`src/rtl/sovc_pkg.sv`:
```
// sovc_pkg: shared types and constants of the symmetric overlay colormap
// no dependencies
package sovc_pkg;

   localparam int Q_BITS     = 32;
   localparam int DIV_STEP   = 4;
   localparam int DIV_STAGES = Q_BITS / DIV_STEP;

   typedef enum logic [2:0] {
      CSR_MIN_POINT    = 3'd0,
      CSR_MID_POINT    = 3'd1,
      CSR_MAX_POINT    = 3'd2,
      CSR_VALUE_OFFSET = 3'd3,
      CSR_OPACITY      = 3'd4,
      CSR_LOW_COLOUR   = 3'd5,
      CSR_HIGH_COLOUR  = 3'd6,
      CSR_CONTROL      = 3'd7
   } csr_index_type;

   typedef enum logic [1:0] {
      METHOD_OPAQUE    = 2'd0,
      METHOD_LINEAR    = 2'd1,
      METHOD_PIECEWISE = 2'd2,
      METHOD_NONE      = 2'd3
   } method_type;

   typedef enum logic [1:0] {
      SEG_LOW  = 2'd0,
      SEG_HIGH = 2'd1,
      SEG_HOLD = 2'd2
   } seg_type;

   localparam int CTL_INVERSE  = 2;
   localparam int CTL_TRUNCATE = 3;
   localparam int CTL_MASK_ON  = 4;
   localparam int CTL_MASK_INV = 5;

   localparam logic [8:0] OPACITY_FULL = 9'd256;

   typedef logic [2:0][7:0] rgb_type;

   typedef struct packed {
      rgb_type    a;
      rgb_type    b;
      rgb_type    base;
      logic [8:0] op;
      logic       painted;
      logic       full;
   } pix_type;

endpackage

```
`src/rtl/sovc_div_step.sv`:
```
// sovc_div_step: DIV_STEP restoring division steps for the ramp ratio
// uses sovc_pkg
module sovc_div_step #(
   parameter int WIDTH = 36
) (
   input  logic [WIDTH-1:0]          rem_in,
   input  logic [WIDTH-1:0]          den,
   input  logic [sovc_pkg::Q_BITS-1:0] q_in,
   output logic [WIDTH-1:0]          rem_out,
   output logic [sovc_pkg::Q_BITS-1:0] q_out
);
   always_comb begin
      logic [WIDTH:0]             r;
      logic [sovc_pkg::Q_BITS-1:0] q;
      r = {1'b0, rem_in};
      q = q_in;
      for (int i = 0; i < sovc_pkg::DIV_STEP; i++) begin
         r = {r[WIDTH-1:0], 1'b0};
         q = {q[sovc_pkg::Q_BITS-2:0], 1'b0};
         if (r >= {1'b0, den}) begin
            r    = r - {1'b0, den};
            q[0] = 1'b1;
         end
      end
      rem_out = r[WIDTH-1:0];
      q_out   = q;
   end
endmodule

```
`config.mk`:
```
export PLATFORM = sky130hd
export DESIGN_NAME = sovc_div_step
export DESIGN_NICKNAME = d
export VERILOG_FILES = /design/src/rtl/sovc_pkg.sv /design/src/rtl/sovc_div_step.sv
export SDC_FILE = /design/constraint.sdc
export NUM_CORES = 1
export LEC_CHECK = 0
export BUFFER_PORTS_ARGS = -buffer_cell sky130_fd_sc_hd__buf_4
export CAP_MARGIN = 30
export CORE_ASPECT_RATIO = 1.4
export CORE_UTILIZATION = 40
export DETAILED_ROUTE_END_ITERATION = 6
export SETUP_SLACK_MARGIN = 0.5
export SLEW_MARGIN = 5
export SYNTH_ARGS = -nofsm -noshare
export SYNTH_HDL_FRONTEND = slang
export SYNTH_SLANG_ARGS = --single-unit
```
`constraint.sdc`:
```
create_clock -name vclk -period 23.9
set_clock_uncertainty 0.2 [all_clocks]
set_input_delay 1.195 -clock vclk [all_inputs]
set_output_delay 1.195 -clock vclk [all_outputs]
set_load 0.05 [all_outputs]
```
==> impl_metrics.toml <==
[finish]
area_growth_pct = 8.225
nFlopsAndLatches = 0
final_cells = 1802
nFillCells = 2630
seq_area_um2 = 0
fin_nets = 1740
final_layout_size_suffix_gt1_frac = 0.1287
n_clock_buffer = 0
final_area_um2 = 10750
diodes = 0

[timing]
fin_crit_sh = 0.7123
timing.hold.ws_ps = 2190
finalMaxSlewViolations = 0
finalSetupViolations = 0
relSlewSlack = 0.4623
worst_pin_slew_ps = 801.8
period_needed_ps = 17020
finalHoldViolations = 0
fmax_mhz = 58.74
tns_ps = 0
grt_setup_unrepaired = "false"

[flow_run]
maxCapViolCount = 0

[drt]
drc = 0
ant_nets = 0
firstDrtPassIters = 5
routed_wl_um = 35320
via_count = 10896
wl_per_cell_um = 19.60
via_per_inst = 6.047
drtIter0Drc = 665

[min_path]
hold_end = "q_out[11]"
whs_path_depth = 0
min_path_type = "in2out"
holdCritStartpoint = "q_in[7]"

[setup_path]
worst_ep_required_time_ps = 22510
slowest_stage = "a311oi_1"
arrival_ps = 15630
path_max_fanout = 46
setup.worst_path.start_class = "input pin"
path_class = "in2out"
max_stage_delay_ps = 620
cp-end-kind = "output pin"

[placement]
globalplace.congestion = 0.9400
dp_cells = 1802
port_buffers = 112
detailed_place.area_um2 = 10750
place_hpwl_um = 29250

[yosys]
ys_seq_area_frac = 0
synth_cells = 1454
synth.avg_cell_area_um2 = 6.832
syn_area_um2 = 9933
yosys_warnings = 0
synth_fp_nets = 1700
ys_types = 84

[global_route]
grt_pass1_vias = 10451
antenna_found_initial = 0
grt_max_degree = 47
gr-usage-all-layers = 0.2729
grt_pass1_wl_um = 54940
gr-total-overflow = 0

[outcome]
status = "complete, no violations"

[floorplan]
die_area_um2 = 25480
rows = 67
core_area_um2 = 24140
die_h_um = 188.5
die_w_um = 135.2
ios = 172
floorplan.initialDensity = 0.4114

[clock_network]
hold_buffers = 0
cts_setup_buffers = 0
ctsResizeCount = 0
-- cells in the mapped netlist, types with 5 or more instances --
| cell type | number | area, um^2 |
|---|---|---|
| nor3_1 | 20 | 100.1 |
| o31ai_1 | 7 | 52.55 |
| ha_1 | 141 | 1764 |
| xnor2_1 | 72 | 630.6 |
| and3_1 | 16 | 100.1 |
| nor3b_1 | 7 | 52.55 |
| buf_6 | 5 | 56.30 |
| o31a_1 | 5 | 43.79 |
| buf_4 | 30 | 225.2 |
| nand4_1 | 20 | 125.1 |
| a21o_1 | 69 | 518.0 |
| nand3_1 | 30 | 150.1 |
| xor2_1 | 46 | 402.9 |
| o21bai_1 | 31 | 232.7 |
| or3_1 | 10 | 62.56 |
| and2_1 | 18 | 112.6 |
| inv_1 | 95 | 356.6 |
| o21ai_0 | 76 | 380.4 |
| a211oi_1 | 22 | 165.2 |
| a21boi_0 | 8 | 60.06 |
| mux2_2 | 30 | 337.8 |
| nand2_1 | 112 | 420.4 |
| a21oi_1 | 168 | 840.8 |
| nand2b_1 | 15 | 93.84 |
| o21a_1 | 23 | 172.7 |
| a311oi_1 | 6 | 52.55 |
| a31oi_1 | 17 | 106.4 |
| or2_2 | 12 | 75.07 |
| a221o_1 | 22 | 220.2 |
| buf_2 | 15 | 75.07 |
| nor2b_1 | 23 | 143.9 |
| and4_1 | 9 | 78.83 |
| mux2i_1 | 13 | 130.1 |
| clkbuf_1 | 24 | 90.09 |
| nor4_1 | 5 | 31.28 |
| o221ai_1 | 16 | 140.1 |
| nor2_1 | 121 | 454.2 |
| o21ai_1 | 7 | 35.03 |
-- through the flow --
stage	setup slack, ps	util
floorplan	9628	-
CTS	7143	0.4453
finish	6877	0.4453
global route	5863	0.4453
global placement	7234	0.4453
detailed placement	7187	0.4453
-- worst max-delay path, delay by kind of cell --
| kind | cells | cell delay, ps |
|---|---|---|
| AOI/OAI and AO/OA | 18 | 5390 |
| muxes | 2 | 710 |
| buffers and inverters | 11 | 2890 |
| and+or+nand+nor | 16 | 3710 |
| adders and majority gates | 4 | 1620 |
-- logic make-up after synthesis --
kind of cell             Yosys count  share of synthesized area
adder cells (fa/ha/maj)          142                     0.1796
buffers and inverters            179                    0.08527
multiplexers                      44                    0.04862
AO/OA/AOI/OAI                    539                     0.3687
AND/OR/NAND/NOR                  432                     0.2138
XOR/XNOR                         118                     0.1040
-- worst max-delay path by stage --
stage	cells past startpoint	end	startpoint	slack (ps)
after global routing	51	rem_out[35]	den[22]	5860
after detailed placement	51	rem_out[3]	den[23]	7190
after floorplan	53	rem_out[24]	den[23]	9630
after CTS	51	rem_out[3]	den[23]	7140
after global placement	51	rem_out[3]	den[23]	7230
final	51	rem_out[3]	den[23]	6880
-- metal layers --
layer / wire [um] / share of wire / track usage / vias up
met4: 2359 / 0.067 / 0.1551 / 0
met1: 13910 / 0.39 / 0.3034 / 5027
met2: 17570 / 0.50 / 0.5079 / 327
met3: 1479 / 0.042 / 0.01238 / 99
met5: 0 / 0 / 0 / -
li1: - / - / - / 5443
-- placed cells by master, fill, tap and decap left out, types with 31 or more instances in the layout --
cell type,instances
xnor2_1,72
xor2_1,46
o21bai_1,31
buf_4,118
nor2_1,121
a21oi_1,168
ha_1,141
nand2_1,112
o21ai_0,76
a21o_1,69
inv_1,95
-- area by class of cell --
cell class / instances / area [um^2] / area share
repair buffers: 118 / 885.9 / 0.08240
inverters: 99 / 375.4 / 0.03492
multi-input cells: 1275 / 9101 / 0.8466
well taps: 310 / 387.9 / 0.03608
Power is left out: the tool's default activity adds up to more than one toggle a clock period on the data nets, which glitch-free logic cannot reach.
